[src/sv/ppt_pkg.sv]
`timescale 1ns / 1ps
// ----------------------------------------------------------------------------
// ppt_pkg
// Shared widths, register indexes, prescaler codes and divider bundles for
// the prescaled period timer.
// ----------------------------------------------------------------------------
package ppt_pkg;

	localparam int CNT_W        = 32;   // counter and period width in paired mode
	localparam int CC_W         = 16;   // clock count field
	localparam int PSREM_W      = 8;    // prescaler remainder
	localparam int TICK_W       = CC_W + 1;
	localparam int CYC_W        = CNT_W + 1;
	localparam int MATCH_W      = 16;
	localparam int DIV_CNT_W    = $clog2(TICK_W + 1);
	localparam int CFG_IDX_W    = 3;
	localparam int CFG_DATA_W   = 32;
	localparam int COUNT_BITS_DEF = 16;

	localparam logic [CNT_W-1:0] PERIOD_RST = 32'h0000_FFFF;

	// configuration register indexes
	localparam logic [CFG_IDX_W-1:0] REG_PERIOD   = 3'd0;
	localparam logic [CFG_IDX_W-1:0] REG_PSEL     = 3'd1;
	localparam logic [CFG_IDX_W-1:0] REG_PAIR     = 3'd2;
	localparam logic [CFG_IDX_W-1:0] REG_GATE     = 3'd3;
	localparam logic [CFG_IDX_W-1:0] REG_EXTCLK   = 3'd4;
	localparam logic [CFG_IDX_W-1:0] REG_ENABLE   = 3'd5;

	// prescaler select codes
	localparam logic [1:0] PS_DIV1   = 2'd0;
	localparam logic [1:0] PS_DIV8   = 2'd1;
	localparam logic [1:0] PS_DIV64  = 2'd2;
	localparam logic [1:0] PS_DIV256 = 2'd3;

	// input function codes
	localparam logic FUNC_ADVANCE = 1'b0;
	localparam logic FUNC_GATE    = 1'b1;

	typedef struct packed {
		logic              start;
		logic [TICK_W-1:0] dividend;
		logic [CYC_W-1:0]  divisor;
	} div_req_t;

	typedef struct packed {
		logic              done;
		logic [TICK_W-1:0] quotient;
		logic [TICK_W-1:0] remainder;
	} div_res_t;

endpackage

[src/sv/ppt_if.sv]
`timescale 1ns / 1ps
// ----------------------------------------------------------------------------
// ppt channel interfaces
// Valid/ready channels for configuration writes, input items and results.
// ----------------------------------------------------------------------------
interface ppt_cfg_if;
	logic                             valid;
	logic                             ready;
	logic [ppt_pkg::CFG_IDX_W-1:0]    index;
	logic [ppt_pkg::CFG_DATA_W-1:0]   data;

	modport source (output valid, output index, output data, input ready);
	modport sink   (input valid, input index, input data, output ready);
endinterface

interface ppt_in_if;
	logic                        valid;
	logic                        ready;
	logic                        func;
	logic [ppt_pkg::CC_W-1:0]    elapsed_clocks;
	logic                        gate_level;

	modport source (output valid, output func, output elapsed_clocks, output gate_level,
		input ready);
	modport sink   (input valid, input func, input elapsed_clocks, input gate_level,
		output ready);
endinterface

interface ppt_out_if;
	logic                          valid;
	logic                          ready;
	logic [ppt_pkg::CNT_W-1:0]     timer_value;
	logic [ppt_pkg::MATCH_W-1:0]   match_total;
	logic                          match_event;
	logic                          interrupt_request;

	modport source (output valid, output timer_value, output match_total,
		output match_event, output interrupt_request, input ready);
	modport sink   (input valid, input timer_value, input match_total,
		input match_event, input interrupt_request, output ready);
endinterface

[src/sv/ppt_div.sv]
`timescale 1ns / 1ps
// ----------------------------------------------------------------------------
// ppt_div
// Radix-2 restoring divider, one quotient bit per cycle. Divides the tick
// excess by the period cycle length.
// ----------------------------------------------------------------------------
module ppt_div (
	input  logic              clk,
	input  logic              arst_n,
	input  ppt_pkg::div_req_t req,
	output ppt_pkg::div_res_t res
);

	localparam int TW = ppt_pkg::TICK_W;
	localparam int CW = ppt_pkg::CYC_W;
	localparam int NW = ppt_pkg::DIV_CNT_W;

	logic          busy_q;
	logic          done_q;
	logic [NW-1:0] cnt_q;
	logic [TW-1:0] rem_q;
	logic [TW-1:0] quo_q;
	logic [CW-1:0] dvs_q;

	logic [TW:0]   trial;
	logic          fits;
	logic [CW-1:0] diff;

	assign trial = {rem_q, quo_q[TW-1]};
	assign fits  = {{(CW-TW-1){1'b0}}, trial} >= dvs_q;
	assign diff  = {{(CW-TW-1){1'b0}}, trial} - dvs_q;

	always_ff @(posedge clk or negedge arst_n) begin
		if (!arst_n) begin
			busy_q <= 1'b0;
			done_q <= 1'b0;
			cnt_q  <= '0;
		end else begin
			done_q <= busy_q && (cnt_q == NW'(1));
			if (req.start) begin
				busy_q <= 1'b1;
				cnt_q  <= NW'(TW);
			end else if (busy_q) begin
				cnt_q <= cnt_q - NW'(1);
				if (cnt_q == NW'(1)) begin
					busy_q <= 1'b0;
				end
			end
		end
	end

	// partial remainder never exceeds the dividend prefix, so it stays TW bits
	always_ff @(posedge clk) begin
		if (req.start) begin
			rem_q <= '0;
			quo_q <= req.dividend;
			dvs_q <= req.divisor;
		end else if (busy_q) begin
			rem_q <= fits ? diff[TW-1:0] : trial[TW-1:0];
			quo_q <= {quo_q[TW-2:0], fits};
		end
	end

	assign res.done      = done_q;
	assign res.quotient  = quo_q;
	assign res.remainder = rem_q;

endmodule

[src/sv/prescaled_period_timer.sv]
`timescale 1ns / 1ps
// ----------------------------------------------------------------------------
// prescaled_period_timer
// Period timer with prescaler, 16-bit or paired 32-bit, advanced in closed
// form by elapsed clock counts.
// ----------------------------------------------------------------------------
// Usage:
// cfg is always ready for register writes (index, data); the user must keep
// writes to times the block is idle, as the block leaves this unenforced.
// item carries one transaction per request: func 0 advances the timer by
// elapsed_clocks input clocks, func 1 reports a new gate level. Every item
// produces exactly one result transaction on result. A gate update runs
// through the setup and output states; an advance with zero ticks also the
// plan state, one needing no division also the decide state, and when ticks
// pass the reset point the 17-step divider (one quotient bit per cycle) runs
// in the divide state before the finish state. item.ready is high only while
// the sequencer is idle, so one item is handled at a time.
// A finished result sits in an output register; the next item is accepted
// while it waits. If result stays stalled, the following result is held in
// the sequencer and item.ready stays low until the output register frees.
// Reset clears the counter, prescaler remainder and gate history, sets the
// period to 65535 and zeroes the other settings and the output valid flag.
// ----------------------------------------------------------------------------
module prescaled_period_timer #(
	parameter int COUNT_BITS = ppt_pkg::COUNT_BITS_DEF
) (
	input  logic        clk,
	input  logic        arst_n,
	ppt_cfg_if.sink     cfg,
	ppt_in_if.sink      item,
	ppt_out_if.source   result
);

	localparam int CW = ppt_pkg::CNT_W;
	localparam int TW = ppt_pkg::TICK_W;
	localparam int YW = ppt_pkg::CYC_W;
	localparam int MW = ppt_pkg::MATCH_W;
	localparam int PW = ppt_pkg::PSREM_W;
	localparam logic [CW-1:0] CNT_MASK = CW'((33'd1 << COUNT_BITS) - 33'd1);

	typedef enum logic [6:0] {
		S_IDLE   = 7'b0000001,
		S_SETUP  = 7'b0000010,
		S_PLAN   = 7'b0000100,
		S_DECIDE = 7'b0001000,
		S_DIV    = 7'b0010000,
		S_FIN    = 7'b0100000,
		S_OUT    = 7'b1000000
	} state_t;

	state_t state_q;

	// configuration
	logic [CW-1:0] period_q;
	logic [1:0]    psel_q;
	logic          pair_q;
	logic          gmode_q;
	logic          extclk_q;
	logic          enable_q;

	// timer state
	logic [CW-1:0] count_q;
	logic [PW-1:0] psrem_q;
	logic          gate_prev_q;

	// captured item and working values
	logic                      func_q;
	logic [ppt_pkg::CC_W-1:0]  cc_q;
	logic                      level_q;
	logic [TW-1:0]             ticks_q;
	logic [YW-1:0]             to_reset_q;
	logic                      cur_eq_q;

	// pending result and output register
	logic [CW-1:0] res_count_q;
	logic [MW-1:0] res_matches_q;
	logic          res_irq_q;
	logic          out_valid_q;
	logic [CW-1:0] out_count_q;
	logic [MW-1:0] out_matches_q;
	logic          out_irq_q;

	ppt_pkg::div_req_t div_req;
	ppt_pkg::div_res_t div_res;

	logic [CW-1:0] mask;
	logic [CW-1:0] per_m;
	logic [CW-1:0] cur_m;
	logic          gated;
	logic [TW-1:0] acc;
	logic [TW-1:0] acc_ticks;
	logic [PW-1:0] acc_rem;
	logic [YW:0]   diff;
	logic [YW:0]   to_reset;
	logic [YW-1:0] ticks_ext;
	logic          short_path;
	logic          single_match;
	logic [TW+1:0] match_sum;
	logic [MW-1:0] match_sat;
	logic          load_out;

	assign mask  = pair_q ? {CW{1'b1}} : CNT_MASK;
	assign per_m = period_q & mask;
	assign cur_m = count_q & mask;
	assign gated = gmode_q & ~extclk_q;

	// prescaler: divide by a power of two
	assign acc = TW'(psrem_q) + TW'(cc_q);
	always_comb begin
		case (psel_q)
			ppt_pkg::PS_DIV8: begin
				acc_ticks = acc >> 3;
				acc_rem   = PW'(acc[2:0]);
			end
			ppt_pkg::PS_DIV64: begin
				acc_ticks = acc >> 6;
				acc_rem   = PW'(acc[5:0]);
			end
			ppt_pkg::PS_DIV256: begin
				acc_ticks = acc >> 8;
				acc_rem   = acc[7:0];
			end
			default: begin
				acc_ticks = acc;
				acc_rem   = '0;
			end
		endcase
	end

	// ticks needed to get back to zero from the current count
	assign diff = {2'b00, per_m} - {2'b00, cur_m};
	always_comb begin
		if (cur_m == per_m) begin
			to_reset = (YW+1)'(1);
		end else if (cur_m < per_m) begin
			to_reset = diff + (YW+1)'(1);
		end else begin
			to_reset = {2'b00, mask} + diff + (YW+1)'(2);
		end
	end

	assign ticks_ext    = YW'(ticks_q);
	assign short_path   = ticks_ext < to_reset_q;
	assign single_match = !cur_eq_q && ((ticks_ext + YW'(1)) == to_reset_q);

	// past the reset point: one match per full cycle, one more when the remainder ends on the period, plus the first one
	assign match_sum = (TW+2)'(div_res.quotient)
		+ (TW+2)'(CW'(div_res.remainder) == per_m)
		+ (TW+2)'(!cur_eq_q);
	assign match_sat = (match_sum > (TW+2)'({MW{1'b1}})) ? {MW{1'b1}} : MW'(match_sum);

	always_comb begin
		div_req.start    = (state_q == S_DECIDE) && (ticks_q != '0) && !short_path;
		div_req.dividend = TW'(ticks_ext - to_reset_q);
		div_req.divisor  = YW'(per_m) + YW'(1);
	end

	ppt_div u_div (
		.clk    (clk),
		.arst_n (arst_n),
		.req    (div_req),
		.res    (div_res)
	);

	assign load_out = (state_q == S_OUT) && (!out_valid_q || result.ready);

	always_ff @(posedge clk or negedge arst_n) begin
		if (!arst_n) begin
			state_q     <= S_IDLE;
			period_q    <= ppt_pkg::PERIOD_RST;
			psel_q      <= ppt_pkg::PS_DIV1;
			pair_q      <= 1'b0;
			gmode_q     <= 1'b0;
			extclk_q    <= 1'b0;
			enable_q    <= 1'b0;
			count_q     <= '0;
			psrem_q     <= '0;
			gate_prev_q <= 1'b0;
			out_valid_q <= 1'b0;
		end else begin
			if (cfg.valid) begin
				case (cfg.index)
					ppt_pkg::REG_PERIOD: period_q <= cfg.data;
					ppt_pkg::REG_PSEL:   psel_q   <= cfg.data[1:0];
					ppt_pkg::REG_PAIR:   pair_q   <= cfg.data[0];
					ppt_pkg::REG_GATE:   gmode_q  <= cfg.data[0];
					ppt_pkg::REG_EXTCLK: extclk_q <= cfg.data[0];
					ppt_pkg::REG_ENABLE: enable_q <= cfg.data[0];
					default: ;
				endcase
			end

			if (load_out) begin
				out_valid_q <= 1'b1;
			end else if (result.ready) begin
				out_valid_q <= 1'b0;
			end

			case (state_q)
				S_IDLE: begin
					if (item.valid) begin
						state_q <= S_SETUP;
					end
				end
				S_SETUP: begin
					count_q <= cur_m;
					if (func_q == ppt_pkg::FUNC_GATE) begin
						gate_prev_q <= level_q;
						state_q     <= S_OUT;
					end else begin
						psrem_q <= acc_rem;
						state_q <= S_PLAN;
					end
				end
				S_PLAN: begin
					state_q <= (ticks_q == '0) ? S_OUT : S_DECIDE;
				end
				S_DECIDE: begin
					if (short_path) begin
						count_q <= (cur_m + CW'(ticks_q)) & mask;
						state_q <= S_OUT;
					end else begin
						state_q <= S_DIV;
					end
				end
				S_DIV: begin
					if (div_res.done) begin
						state_q <= S_FIN;
					end
				end
				S_FIN: begin
					count_q <= CW'(div_res.remainder);
					state_q <= S_OUT;
				end
				S_OUT: begin
					if (load_out) begin
						state_q <= S_IDLE;
					end
				end
				default: state_q <= S_IDLE;
			endcase
		end
	end

	// payload registers
	always_ff @(posedge clk) begin
		if (state_q == S_IDLE && item.valid) begin
			func_q  <= item.func;
			cc_q    <= item.elapsed_clocks;
			level_q <= item.gate_level;
		end

		case (state_q)
			S_SETUP: begin
				ticks_q       <= acc_ticks;
				res_count_q   <= cur_m;
				res_matches_q <= '0;
				res_irq_q     <= (func_q == ppt_pkg::FUNC_GATE) && gate_prev_q && !level_q
					&& enable_q && gated && (per_m != '0);
			end
			S_PLAN: begin
				to_reset_q <= to_reset[YW-1:0];
				cur_eq_q   <= cur_m == per_m;
			end
			S_DECIDE: begin
				if (short_path) begin
					res_count_q   <= (cur_m + CW'(ticks_q)) & mask;
					res_matches_q <= MW'(single_match && (per_m != '0));
					res_irq_q     <= single_match && (per_m != '0) && !gated;
				end
			end
			S_FIN: begin
				res_count_q   <= CW'(div_res.remainder);
				res_matches_q <= (per_m != '0) ? match_sat : '0;
				res_irq_q     <= (per_m != '0) && (match_sat != '0) && !gated;
			end
			default: ;
		endcase

		if (load_out) begin
			out_count_q   <= res_count_q;
			out_matches_q <= res_matches_q;
			out_irq_q     <= res_irq_q;
		end
	end

	assign cfg.ready  = 1'b1;
	assign item.ready = state_q == S_IDLE;

	assign result.valid             = out_valid_q;
	assign result.timer_value       = out_count_q;
	assign result.match_total       = out_matches_q;
	assign result.match_event       = out_matches_q != '0;
	assign result.interrupt_request = out_irq_q;

endmodule
[src/flat_wrapper.sv]
// flat-port wrapper written by rule: the top's interface ports become plain ports
module prescaled_period_timer_flat 
#(
	parameter int COUNT_BITS = ppt_pkg::COUNT_BITS_DEF
)
  (clk, arst_n, cfg_valid, cfg_index, cfg_data, cfg_ready, item_valid, item_func, item_elapsed_clocks, item_gate_level, item_ready, result_valid, result_timer_value, result_match_total, result_match_event, result_interrupt_request, result_ready);
  ppt_cfg_if cfg_i ();
  ppt_in_if item_i ();
  ppt_out_if result_i ();
  input  logic clk;
  input  logic arst_n;
  input wire logic [$bits(cfg_i.valid)-1:0] cfg_valid;
  input wire logic [$bits(cfg_i.index)-1:0] cfg_index;
  input wire logic [$bits(cfg_i.data)-1:0] cfg_data;
  output wire logic [$bits(cfg_i.ready)-1:0] cfg_ready;
  input wire logic [$bits(item_i.valid)-1:0] item_valid;
  input wire logic [$bits(item_i.func)-1:0] item_func;
  input wire logic [$bits(item_i.elapsed_clocks)-1:0] item_elapsed_clocks;
  input wire logic [$bits(item_i.gate_level)-1:0] item_gate_level;
  output wire logic [$bits(item_i.ready)-1:0] item_ready;
  output wire logic [$bits(result_i.valid)-1:0] result_valid;
  output wire logic [$bits(result_i.timer_value)-1:0] result_timer_value;
  output wire logic [$bits(result_i.match_total)-1:0] result_match_total;
  output wire logic [$bits(result_i.match_event)-1:0] result_match_event;
  output wire logic [$bits(result_i.interrupt_request)-1:0] result_interrupt_request;
  input wire logic [$bits(result_i.ready)-1:0] result_ready;
  assign cfg_i.valid = cfg_valid;
  assign cfg_i.index = cfg_index;
  assign cfg_i.data = cfg_data;
  assign cfg_ready = cfg_i.ready;
  assign item_i.valid = item_valid;
  assign item_i.func = item_func;
  assign item_i.elapsed_clocks = item_elapsed_clocks;
  assign item_i.gate_level = item_gate_level;
  assign item_ready = item_i.ready;
  assign result_valid = result_i.valid;
  assign result_timer_value = result_i.timer_value;
  assign result_match_total = result_i.match_total;
  assign result_match_event = result_i.match_event;
  assign result_interrupt_request = result_i.interrupt_request;
  assign result_i.ready = result_ready;
  prescaled_period_timer #(.COUNT_BITS(COUNT_BITS)) u_core (.clk(clk), .arst_n(arst_n), .cfg(cfg_i), .item(item_i), .result(result_i));
endmodule
[config.mk]
export PLATFORM = sky130hd
export DESIGN_NAME = prescaled_period_timer_flat
export DESIGN_NICKNAME = d
export VERILOG_FILES = /design/src/sv/ppt_pkg.sv /design/src/sv/ppt_if.sv /design/src/sv/ppt_div.sv /design/src/sv/prescaled_period_timer.sv /design/src/flat_wrapper.sv
export SDC_FILE = /design/constraint.sdc
export NUM_CORES = 1
export LEC_CHECK = 0
export ABC_AREA = 0
export BUFFER_PORTS_ARGS = -buffer_cell sky130_fd_sc_hd__buf_2
export CAP_MARGIN = 25
export CORE_AREA = 2 2 190 192
export DETAILED_ROUTE_END_ITERATION = 8
export DIE_AREA = 0 0 192 194
export PLACE_DENSITY = 0.8
export SYNTH_ARGS = -nofsm -noshare
export SYNTH_HDL_FRONTEND = slang
export SYNTH_HIERARCHICAL = 1
export SYNTH_SLANG_ARGS = --single-unit
[constraint.sdc]
create_clock -name clk -period 14 [get_ports clk]
set_input_delay 1.4 -clock clk [delete_from_list [all_inputs] [get_ports clk]]
set_output_delay 1.4 -clock clk [all_outputs]
set_load 0.02 [all_outputs]
**Yosys cells after proc, flatten, opt, wreduce, memory -nomap -nowiden**

Index checks and enable logic that the tools add are counted.

- Input bits: 58
- Register bits: 328
- Output and inout port bits: 53

- Bitwise operators: 6
- Reductions and logical operators: 40
- Magnitude comparators: 4
- Mux-type cells: 29
- Equal/unequal tests: 23
- $add $sub $neg: 13

Operator list:

| operator | number |
|---|---|
| $and A32 B32 Y32 | 3 |
| $pmux W32 S3 | 1 |
| $mux W32 | 2 |
| $mux W17 | 3 |
| $pmux W17 S3 | 1 |
| $pmux W7 S7 | 1 |
| $mux W16 | 3 |
| $pmux W16 S3 | 1 |
| $mux W7 | 6 |
| $sub A17 B17 Y17 | 2 |
| $add A32 B1 Y33 const B | 1 |
| $add A32 B33 Y33 | 1 |
| $add A33 B1 Y33 const B | 1 |
| $add A33 B2 Y33 const B | 1 |
| $eq A18 B33 Y1 | 1 |
| $ge A18 B33 Y1 | 1 |
| $lt A17 B33 Y1 | 1 |
| $mux W33 | 1 |
| $sub A32 B32 Y33 | 1 |
| $add A32 B17 Y32 | 1 |
| $eq A17 B32 Y1 | 1 |
| $eq A32 B32 Y1 | 1 |
| $lt A32 B32 Y1 | 1 |
| $reduce_bool A16 Y1 | 2 |
| other kinds (38) | 77 |

**Logic depth before layout (Yosys ltp)**

Gate-level depths: netlist (run 1).

- Word-level depth: 11
- Gate-level depth with buffers: 27
- Depth with buffers taken out: 23

**By module**

Netlist (run 1), hierarchy kept.

Modules (own cells, without submodules):

| module | cells an instance | instances | area each (um^2) |
|---|---|---|---|
| prescaled_period_timer | 1,872 | 1 | 18,049.8 |
| ppt_div | 332 | 1 | 3,768.6 |

**Worst setup path before layout (run 1)**

Ideal clock, no wire load.

- Path kind: register to register
- Start: reg u_core.pair_q
- End: reg u_core.to_reset_q[30], data pin
- Data required time: 13.731 ns
- Clock period less this slack: 6.039 ns
- Setup slack: 7.961 ns
- Cell stages (with the launch flop): 25
- Arrival time: 5.770 ns
- Library setup time: 0.269 ns
- Path through: dfrtp_1 -> clkbuf_1 -> clkbuf_1 -> clkbuf_1 -> clkbuf_1 -> clkbuf_1 -> nand2_1 -> ha_1 -> clkbuf_1 -> and3_1 -> and4_1 -> a21oi_1 -> o21bai_1 -> xnor2_1 -> inv_1 -> ha_1 -> ha_1 -> a21o_1 -> a21o_1 -> a21oi_1 -> o21ai_0 -> a211oi_1 -> o21ai_0 -> xnor2_1 -> o31ai_1

- Cells in the longest elaborated chain, start to end: 6
- Elaborated cells between the ends (all ways): 10

Ends and longest elaborated chain:

| what | RTL line | RTL |
|---|---|---|
| start: declaration | prescaled_period_timer.sv:56 | `logic pair_q;` |
| start signal: assignment | prescaled_period_timer.sv:185 | `ppt_pkg::REG_PAIR: pair_q <= cfg.data[0];` |
| $mux W32 (*) | prescaled_period_timer.sv:102 | `assign mask = pair_q ? {CW{1'b1}} : CNT_MASK;` |
| $and A32 B32 Y32, on equally long branches | prescaled_period_timer.sv:103, prescaled_period_timer.sv:104 |  |
| $sub A32 B32 Y33 | prescaled_period_timer.sv:131 | `assign diff = {2'b00, per_m} - {2'b00, cur_m};` |
| $add A32 B33 Y33 | prescaled_period_timer.sv:138 | `to_reset = {2'b00, mask} + diff + (YW+1)'(2);` |
| $add A33 B2 Y33 | prescaled_period_timer.sv:138 |  |
| $mux W33 | prescaled_period_timer.sv:135 | `end else if (cur_m < per_m) begin` |
| end signal: assignment | prescaled_period_timer.sv:262 | `to_reset_q <= to_reset[YW-1:0];` |
| end: declaration | prescaled_period_timer.sv:71 | `logic [YW-1:0] to_reset_q;` |

Mark *: on every way between the ends. The rest lies on a longest branch, timed or not.
A chain may end at the register's enable or synchronous reset.

**Final worst setup path (run 1)**

- Start: reg u_core.period_q[0]
- End: reg u_core.to_reset_q[32], data pin

- Cells in the longest elaborated chain, start to end: 5
- Elaborated cells between the ends (all ways): 8

Ends and longest elaborated chain:

| what | RTL line | RTL |
|---|---|---|
| start: declaration | prescaled_period_timer.sv:54 | `logic [CW-1:0] period_q;` |
| start signal: assignment | prescaled_period_timer.sv:170 | `period_q <= ppt_pkg::PERIOD_RST;` |
| start signal: assignment | prescaled_period_timer.sv:183 | `ppt_pkg::REG_PERIOD: period_q <= cfg.data;` |
| $and A32 B32 Y32 (*) | prescaled_period_timer.sv:103 | `assign per_m = period_q & mask;` |
| $sub A32 B32 Y33 | prescaled_period_timer.sv:131 |  |
| $add A32 B33 Y33 | prescaled_period_timer.sv:138 |  |
| $add A33 B2 Y33 | prescaled_period_timer.sv:138 |  |
| $mux W33 | prescaled_period_timer.sv:135 |  |

Marks and branches as above.

==> results of run 1 <==
## Yosys cell counts, types with 8 or more instances
master / number
a211oi_1: 30
a21boi_0: 10
a21o_1: 37
a21oi_1: 125
a22oi_1: 15
a31oi_1: 25
and2_1: 28
and3_1: 41
buf_2: 12
clkbuf_1: 70
dfrtp_1: 77
dfstp_2: 17
dfxtp_1: 17
edfxtp_1: 217
ha_1: 132
inv_1: 117
mux2_2: 70
mux2i_1: 16
nand2_1: 173
nand2b_1: 28
nand3_1: 83
nand4_1: 28
nor2_1: 148
nor2b_1: 16
nor3_1: 49
nor3b_1: 15
nor4_1: 38
o211ai_1: 8
o21a_1: 16
o21ai_0: 104
o21bai_1: 21
o22ai_1: 9
o311ai_0: 9
o31ai_1: 20
or3_1: 14
xnor2_1: 125
xor2_1: 80
## state kept, by name, indices dropped and copies added, names as in the netlist, 17 cells and up
register / cells
u_core/to_reset_q: 33
u_core/ticks_q: 17
u_core/count_q: 32
u_core/u_div/dvs_q: 33
u_core/u_div/quo_q: 17
u_core/u_div/rem_q: 17
u_core/period_q: 32
u_core/result.timer_value: 32
u_core/res_count_q: 32
## power breakdown
| group | switching (uW) | internal, uW | total (uW) |
|---|---|---|---|
| logic | 1030 | 700 | 1730 |
| clock network | 412 | 612 | 1020 |
| registers | 130 | 1220 | 1350 |
## cell type report
class | count | area (sq um) | area share (%)
Multi-Input combinational cell | 1667 | 11820 | 49.08
Sequential cell | 328 | 9231 | 38.35
Clock buffer | 47 | 1015 | 4.215
Timing Repair Buffer | 130 | 710.7 | 2.952
Tap cell | 461 | 576.8 | 2.396
Inverter | 120 | 450.4 | 1.871
Clock inverter | 21 | 270.3 | 1.123
Antenna cell | 1 | 2.502 | 0.01040
## through the flow
step / setup WS [ps] / std cells / utilization, % / hold slack (ps) / instance area [sq um]
2_1_floorplan: 7961 / 2204 / - / 400.3 / 21820
3_3_place_gp: 8220 / 2702 / 64.59 / 401.7 / 22750
3_5_place_dp: 8085 / 2705 / 64.67 / 404.5 / 22780
4_1_cts: 8010 / 2773 / 68.32 / 409.3 / 24060
5_1_grt: 7502 / 2774 / 68.33 / 416.0 / 24070
6_report: 7835 / 2775 / 68.34 / 411.7 / 24070
## metal layers
| layer | wire, um | track usage (%) | vias to the layer above |
|---|---|---|---|
| li1 | - | - | 8322 |
| met1 | 25540 | 45.70 | 8662 |
| met2 | 27330 | 51.06 | 752 |
| met3 | 4714 | 5.502 | 131 |
| met4 | 2015 | 11.00 | 2 |
| met5 | 18 | 0 | - |
## critical path, cell delays in order, from the launching register on
cell and delay, ps:
dfstp_2 400, inv_1 120, ha_1 210, inv_1 70, fa_1 440, a211oi_4 340
nor3_1 130, a2111oi_0 820, o21ai_0 250, xnor2_1 390, ha_1 220, inv_1 40
ha_1 290, nor2b_1 220, nand3_1 140, nor2_1 110, nand3_1 80, nor4b_1 510
nor2b_1 260, a31o_2 220, a21oi_1 70, a31o_2 220, nor4b_1 140, nor4_1 260
## logic make-up after synthesis
logic type | after synthesis
buffers and inverters | 209
adders and majority gates | 138
other | 1
AOI/OAI and AO/OA | 513
xor gates and xnor gates | 205
muxes | 91
DFF | 328
and+or+nand+nor | 719
## final timing paths
path                                        start                       endpoint  slack (ps)  cells past startpoint
hold / removal             u_core/res_count_q[18]  u_core/result.timer_value[18]         410                      0
hold reg to reg            u_core/res_count_q[18]  u_core/result.timer_value[18]         410                      0
setup reg to reg               u_core/period_q[0]          u_core/to_reset_q[32]        7840                     23
max in group asynchronous                  arst_n               u_core/psel_q[0]       11900                      2
min in group asynchronous                  arst_n             u_core/count_q[24]         760                      1
setup / recovery               u_core/period_q[0]          u_core/to_reset_q[32]        7840                     23
## layout by cell type, fill, tap and decap left out, types with 30 or more instances in the layout
cell	count
a211oi_1	30
a21o_1	37
a21oi_1	124
and3_1	41
buf_2	109
clkbuf_16	38
dfrtp_1	76
edfxtp_1	217
ha_1	132
inv_1	117
mux2_2	70
nand2_1	173
nand3_1	83
nor2_1	148
nor3_1	48
nor4_1	38
o21ai_0	104
xnor2_1	125
xor2_1	80
==> impl_metrics.toml, run 1 <==
[synth]
syn_area_per_cell_sq_um = 9.899
synth_xor_xnor_area_share_pct = 8.229
ys_types = 101
synth_edf_count = 217
synth_cells = 2204
synthesis.nets = 2400
synth_top_family_by_area = "simple AND/OR/NAND/NOR gates"
synth-compound-area-share_pct = 15.70
yosysSeqAreaShare_pct = 42.30
syn_area_sq_um = 21820
ys_ff_latch = 328
async_reset_ff_share_pct = 28.66
ys_top_cells_by_area = "edfxtp_1, dfrtp_1, ha_1, xnor2_1, mux2_2"
synth-adder-area-share_pct = 8.120
synthMuxAreaShare_pct = 4.863
yosysTopAreaCellShare_pct = 29.87
synth-simple-area-share_pct = 16.96
synthFlopType = "edfxtp_1"
yosysTopAreaCell = "edfxtp_1"
yosys_warnings = 6

[route]
first_iter_violations = 1707
dr.pass1.iters = 6
drtAntennaViolNets = 0
routed_via_density = 6.439
drc = 0
wl_per_cell_um = 21.48
vias = 17869
routed_wl_um = 59620

[placement]
gp_congestion = 0.9301
hpwl_um = 44730
portBuffers = 109

[timing]
rsz0062_at_grt = "no"
tns_ps = 0
finalSetupViolCount = 0
fin_worst_skew_ps = 32.02
finalCriticalPeriod_ps = 6165
max_freq_mhz = 162.2
max-slew-margin-rel_pct = 33.86
tightest_slew_ps = 992.2
min_period_over_period_pct = 44.03
slew_violations = 0
hold_viol = 0

[clocking]
cts_buffer_depth = 3
htree_num_levels = 2
post_cts_buffers = 0
ctsResizeCount = 0
cts_buffers = 37
clk_latency_ps = 580
cts_tree = "done"
clk_pin_slew_worst_paths_ps = 70
ctsHoldBuffers = 0
clock-sinks = 328
root_buffer = "clkbuf_16"

[worst_hold_path]
min_path_type = "reg -> reg"

[worst_setup_path]
path_max_fanout = 7
worstPathArrival_ps = 6550
required_ps = 14380
crit_type = "reg -> reg"
critPathLaunchType = "flip-flop"
endpoint_kind = "flip-flop"

[layout]
area_delta_synth_final_pct = 10.33
drive_gt1_share_pct = 14.22
fillCellCount = 2742
nNetsFinal = 2480

[floorplan]
die_w_um = 192
initial_utilization_pct = 61.94
rows = 69
design.core.area_sq_um = 35220
dieArea_sq_um = 37250
ios = 111
dieHeight_um = 194

[power]
power.leakage_uw = 0.009665
finalPower_uw = 4103
power_density_nw_per_um2 = 170.4
peakVddDrop_mv = 0.1407

[global_route]
grt_antenna_before_repair = 3
track_usage_pct = 32.47
grt_pass1_vias = 16980
grt_max_degree = 68
grt_pass1_wl_um = 94210
overflow = 0

[outcome]
status = "complete, no violations"

[flow_run]
drv_cap = 0
(Power assumes the default switching activity.)
==> run 2: changes to the inputs <==
==> constraint.sdc (replaced) <==
create_clock -name clk -period 6.15 [get_ports clk]
set_input_delay 0.615 -clock clk [delete_from_list [all_inputs] [get_ports clk]]
set_output_delay 0.615 -clock clk [all_outputs]
set_load 0.02 [all_outputs]
==> impl_metrics.toml, run 2 (synthesized netlist as in run 1, its figures left out) <==
[power]
power_density_nw_per_um2 = 390.6
power.switching_uw = 3586
p_clk_share_pct = 25.1
swShare_pct = 37.93
power_frac_seq_pct = 32.1
power_frac_comb_pct = 42.7
peakVddDrop_mv = 0.3715
power.leakage_uw = 0.009740
power.internal_uw = 5867

[route]
dr.pass1.iters = 7
routed_wl_um = 59280
routed-wl-met2_um = 26990
met3_length_um = 4895
drtAntennaViolNets = 0
first_iter_violations = 1720
routedLengthMet1_um = 25320
routed.top_layer = "met4"
routed_via_density = 6.405
vias = 17824
drc = 0
wl_per_cell_um = 21.30

[worst_setup_path]
path_max_fanout = 7
critPathMostFrequentCell = "ha_1"
crit_type = "reg -> reg"
rr_worst_depth = 22
critPathLaunchType = "flip-flop"
cpPeakStageDelay_ps = 450
r2r-end = "u_core/to_reset_q[31]"
slowest_stage = "fa_1"
worstPathArrival_ps = 5960
path_cells = "inv_1 > ha_1 > inv_1 > fa_1 > a211oi_4 > buf_4 > nor3_1 > o311a_4 > o22a_4 > o21ai_0 > xnor2_1 > ha_1 > ha_1 > a21o_1 > a21o_1 > a221oi_1 > nand2_1 > a41oi_1 > nor4_1 > or3_1 > a21oi_1 > a211oi_1"
r2r_slack_ps = 470
endpoint_kind = "flip-flop"
timing.rr.start = "u_core/period_q[0]"
required_ps = 6430

[global_route]
grt_max_degree = 71
grt_antenna_before_repair = 0
track_usage_pct = 31.79
overflow = 0
grt_pass1_wl_um = 92500
grt_pass1_vias = 16952

[outcome]
status = "complete, no violations"

[clocking]
cts_buffer_depth = 3
clock-sinks = 328
htree_num_levels = 2
cts_tree = "done"
clk_pin_slew_worst_paths_ps = 60
cts_buffers = 37
post_cts_buffers = 0
clk_latency_ps = 560
root_buffer = "clkbuf_16"

[placement]
portBuffers = 109
post-place-cells = 2713
gp_congestion = 0.9842
dp_slack_ps = 455.2
hpwl_um = 44750

[worst_hold_path]
holdPathEnd = "u_core/cc_q[10]"
hold_depth = 1
hold_start = "item_elapsed_clocks[10]"
min_path_type = "in -> reg"

[layout]
drive_gt1_share_pct = 14.51
final_util_pct = 68.71
area_delta_synth_final_pct = 10.92
antenna_cells = 0
final_common_cell = "edfxtp_1"
final_cell_mix = "edfxtp_1, nand2_1, nor2_1"
final_cells = 2783
nNetsFinal = 2490
top_regs = "u_core/to_reset_q (33), u_core/u_div/dvs_q (33)"
fillCellCount = 2699

[floorplan]
rows = 69
dieHeight_um = 194
design.core.area_sq_um = 35220
initial_utilization_pct = 61.94
ios = 111
dieArea_sq_um = 37250
die_w_um = 192

[timing]
tns_ps = 0
hold_viol = 0
max-slew-margin-rel_pct = 31.42
finalCriticalPeriod_ps = 5679
slew_violations = 0
timing.final.ws_setup_ps = 470.6
tightest_slew_ps = 1019
min_period_over_period_pct = 92.35
rsz0062_at_grt = "no"
finalSetupViolCount = 0
max_freq_mhz = 176.1
fin_worst_skew_ps = 23.48

[flow_run]
drv_cap = 0
run 2: routing by layer:
metal | vias to the layer above | GRT usage (%)
li1 | 8324 | -
met3 | 132 | 5.502
met4 | 0 | 10.69
met5 | - | 0
met2 | 775 | 49.95
met1 | 8593 | 44.74
run 2: cell type report:
class / instances / area (sq um) / area share (%)
tap: 461 / 576.8 / 2.383
clock inverter: 15 / 270.3 / 1.117
timing repair buffer: 140 / 810.8 / 3.350
clock buffer: 52 / 1033 / 4.270
multi-input combinational: 1667 / 11830 / 48.87
sequential: 328 / 9231 / 38.14
inverter: 120 / 450.4 / 1.861
run 2: how the worst max path moves through the flow:
| stage | from | endpoint | slack [ps] | cells after the start |
|---|---|---|---|---|
| floorplan | u_core/pair_q | u_core/to_reset_q[30] | 110 | 24 |
| global placement | u_core/period_q[0] | u_core/to_reset_q[32] | 530 | 23 |
| detailed placement | u_core/period_q[0] | u_core/to_reset_q[32] | 460 | 23 |
| CTS | u_core/period_q[0] | u_core/to_reset_q[32] | 360 | 23 |
| global route | u_core/pair_q | u_core/to_reset_q[32] | 100 | 22 |
| finish | u_core/period_q[0] | u_core/to_reset_q[31] | 470 | 22 |
run 2: critical path: cells and delay by family (launching register included):
kind            cells  cell delay, ps
compound gates     10            2360
fa+ha+maj           4            1350
simple gates        4             640
flops               1             410
buf+inv             3             350
xor+xnor            1             280
run 2: stage by stage:
| stage | area, sq um | power [uW] | hold slack (ps) |
|---|---|---|---|
| final | 24200 | 9452 | 236.0 |
| after global routing | 24200 | 10000 | 216.7 |
| after CTS | 24160 | 9419 | 207.2 |
| after detailed placement | 22850 | 7026 | 404.5 |
| after global placement | 22830 | 6937 | 401.5 |
| after floorplan | 21820 | 5992 | 319.4 |
run 2: what timing repair did:
action,4_1_cts,5_1_grt
hold buffers,1,0
endpoints found under the setup margin,0,2
hold endpoints to repair,20,0
resized for setup,0,2
run 2: power groups by stage:
stage	combinational [uW]	sequential [uW]	clock (uW)
finish	4040	3040	2380
global route	4440	3060	2500
CTS	3980	3030	2410
detailed placement	3950	3070	0
global placement	3880	3060	0
floorplan	3030	2960	0
==> run 3: changes to the inputs <==
--- a/config.mk
+++ b/config.mk
@@ -11,6 +11,7 @@
 export CORE_AREA = 2 2 190 192
 export DETAILED_ROUTE_END_ITERATION = 8
 export DIE_AREA = 0 0 192 194
+export MAX_ROUTING_LAYER = met4
 export PLACE_DENSITY = 0.8
 export SYNTH_ARGS = -nofsm -noshare
 export SYNTH_HDL_FRONTEND = slang
==> impl_metrics.toml, run 3 (synthesized netlist as in run 1, its figures left out) <==
[worst_setup_path]
critPathLaunchType = "flip-flop"
required_ps = 6450
path_cells = "inv_1 > ha_1 > inv_1 > fa_1 > a211oi_4 > nor3_1 > o311a_4 > o22a_4 > o21ai_0 > xnor2_1 > ha_1 > ha_1 > a21o_1 > a21o_1 > a221oi_1 > nand2_1 > a41oi_1 > nor4_1 > or3_1 > a21oi_1 > a211oi_1"
cpLargestDelayFamily = "compound AO/OA/AOI/OAI gates"
crit_type = "reg -> reg"
r2r-end = "u_core/to_reset_q[31]"
critPathMostFrequentCell = "ha_1"
cpPeakStageDelay_ps = 440
endpoint_kind = "flip-flop"
cp_num_buf_inv = 2
slowest_stage = "fa_1"
rr_worst_depth = 21
timing.rr.start = "u_core/period_q[0]"
r2r_slack_ps = 360
path_max_fanout = 7
worstPathArrival_ps = 6080

[layout]
drive_gt1_share_pct = 14.56
multi_input_area_sq_um = 11850
area_delta_synth_final_pct = 10.59
final_cell_mix = "edfxtp_1, nand2_1, nor2_1"
top_regs = "u_core/to_reset_q (33), u_core/u_div/dvs_q (33)"
final_cell_area_sq_um = 24130
fillCellCount = 2748
nNetsFinal = 2488
final_cells = 2785
regArea_sq_um = 9231
final_common_cell = "edfxtp_1"

[clocking]
htree_num_levels = 2
clock-sinks = 328
clk_latency_ps = 560
root_buffer = "clkbuf_16"
clk_pin_slew_worst_paths_ps = 60
cts_buffers = 37
cts_buffer_depth = 3
cts_tree = "done"

[timing]
max_freq_mhz = 172.8
fin_worst_skew_ps = 20.25
tightest_slew_ps = 910.7
slew_violations = 0
max-slew-margin-rel_pct = 39.29
finalSetupViolCount = 0
tns_ps = 0
min_period_over_period_pct = 94.08
rsz0062_at_grt = "no"
hold_viol = 0
finalCriticalPeriod_ps = 5786

[floorplan]
dieArea_sq_um = 37250
rows = 69
dieHeight_um = 194
design.core.area_sq_um = 35220
initial_utilization_pct = 61.94
ios = 111
die_w_um = 192

[power]
power.switching_uw = 3621
power.leakage_uw = 0.009695
p_clk_share_pct = 24.1
power.internal_uw = 5728
swShare_pct = 38.73
power_frac_comb_pct = 43.4
peakVddDrop_mv = 0.3740
power_frac_seq_pct = 32.5
power_density_nw_per_um2 = 387.5

[flow_run]
drv_cap = 0

[route]
dr.pass1.iters = 6
routed_wl_um = 60250
first_iter_violations = 1697
drtAntennaViolNets = 0
wl_per_cell_um = 21.64
routed_via_density = 6.419
drc = 0
vias = 17876

[worst_hold_path]
min_path_type = "in -> async"

[global_route]
grt_max_degree = 54
grt_pass1_vias = 17090
track_usage_pct = 33.63
overflow = 0
grt_antenna_before_repair = 3
grt_pass1_wl_um = 94500

[placement]
portBuffers = 109
post-place-cells = 2713
place_area_sq_um = 22850
gp_congestion = 0.9613
hpwl_um = 45410

[outcome]
status = "complete, no violations"
-- run 3: power by group through the flow --
stage,sequential [uW],clock [uW],combinational [uW]
after detailed placement,3070,0,3950
after floorplan,2960,0,3030
after CTS,3030,2290,3990
after global routing,3070,2370,4470
final,3040,2250,4050
after global placement,3050,0,3880
-- run 3: through the flow --
stage	hold slack, ps	power [uW]	utilization [%]	worst slack [ps]
final	74.81	9350	68.50	364.1
after global placement	403.1	6936	64.85	477.3
after floorplan	319.4	5992	-	110.9
after CTS	85.50	9312	68.39	221.6
after global routing	127.3	9907	68.50	50.24
after detailed placement	405.4	7025	64.88	282.5
-- run 3: worst register-to-register path: stages, from the launching register on --
cell and delay, ps:
dfstp_2 410, inv_1 130, ha_1 210, inv_1 70, fa_1 440, a211oi_4 360
nor3_1 120, o311a_4 350, o22a_4 240, o21ai_0 230, xnor2_1 300, ha_1 340
ha_1 390, a21o_1 190, a21o_1 170, a221oi_1 380, nand2_1 90, a41oi_1 350
nor4_1 130, or3_1 370, a21oi_1 170, a211oi_1 70
-- run 3: worst max path at each step --
stage               slack [ps]                    end               start  depth (start not counted)
global placement           480  u_core/to_reset_q[32]  u_core/period_q[0]                         23
CTS                        220  u_core/to_reset_q[32]  u_core/period_q[0]                         23
detailed placement         280  u_core/to_reset_q[32]  u_core/period_q[0]                         23
floorplan                  110  u_core/to_reset_q[30]       u_core/pair_q                         24
finish                     360  u_core/to_reset_q[31]  u_core/period_q[0]                         21
global route                50  u_core/to_reset_q[31]  u_core/period_q[0]                         21
-- run 3: timing repair --
action / in CTS / in global routing
hold endpoints to repair: 0 / 0
hold buffers: 0 / 0
setup endpoints to repair: 0 / 7
gates resized for setup: 0 / 5
buffers inserted: 0 / 0
-- run 3: cell type report --
| class | count | area share [%] |
|---|---|---|
| Antenna cell | 3 | 0.03111 |
| Sequential cell | 328 | 38.26 |
| Clock inverter | 18 | 0.9075 |
| Multi-Input combinational cell | 1667 | 49.10 |
| Inverter | 120 | 1.867 |
| Clock buffer | 50 | 4.211 |
| Timing Repair Buffer | 138 | 3.231 |
| Tap cell | 461 | 2.391 |
-- run 3: per-layer routing --
layer  global-route usage, %  routed length (um)
met5                       -                   0
met2                   51.04               27340
met4                   13.18                2556
met3                   5.086                5151
met1                   45.59               25200
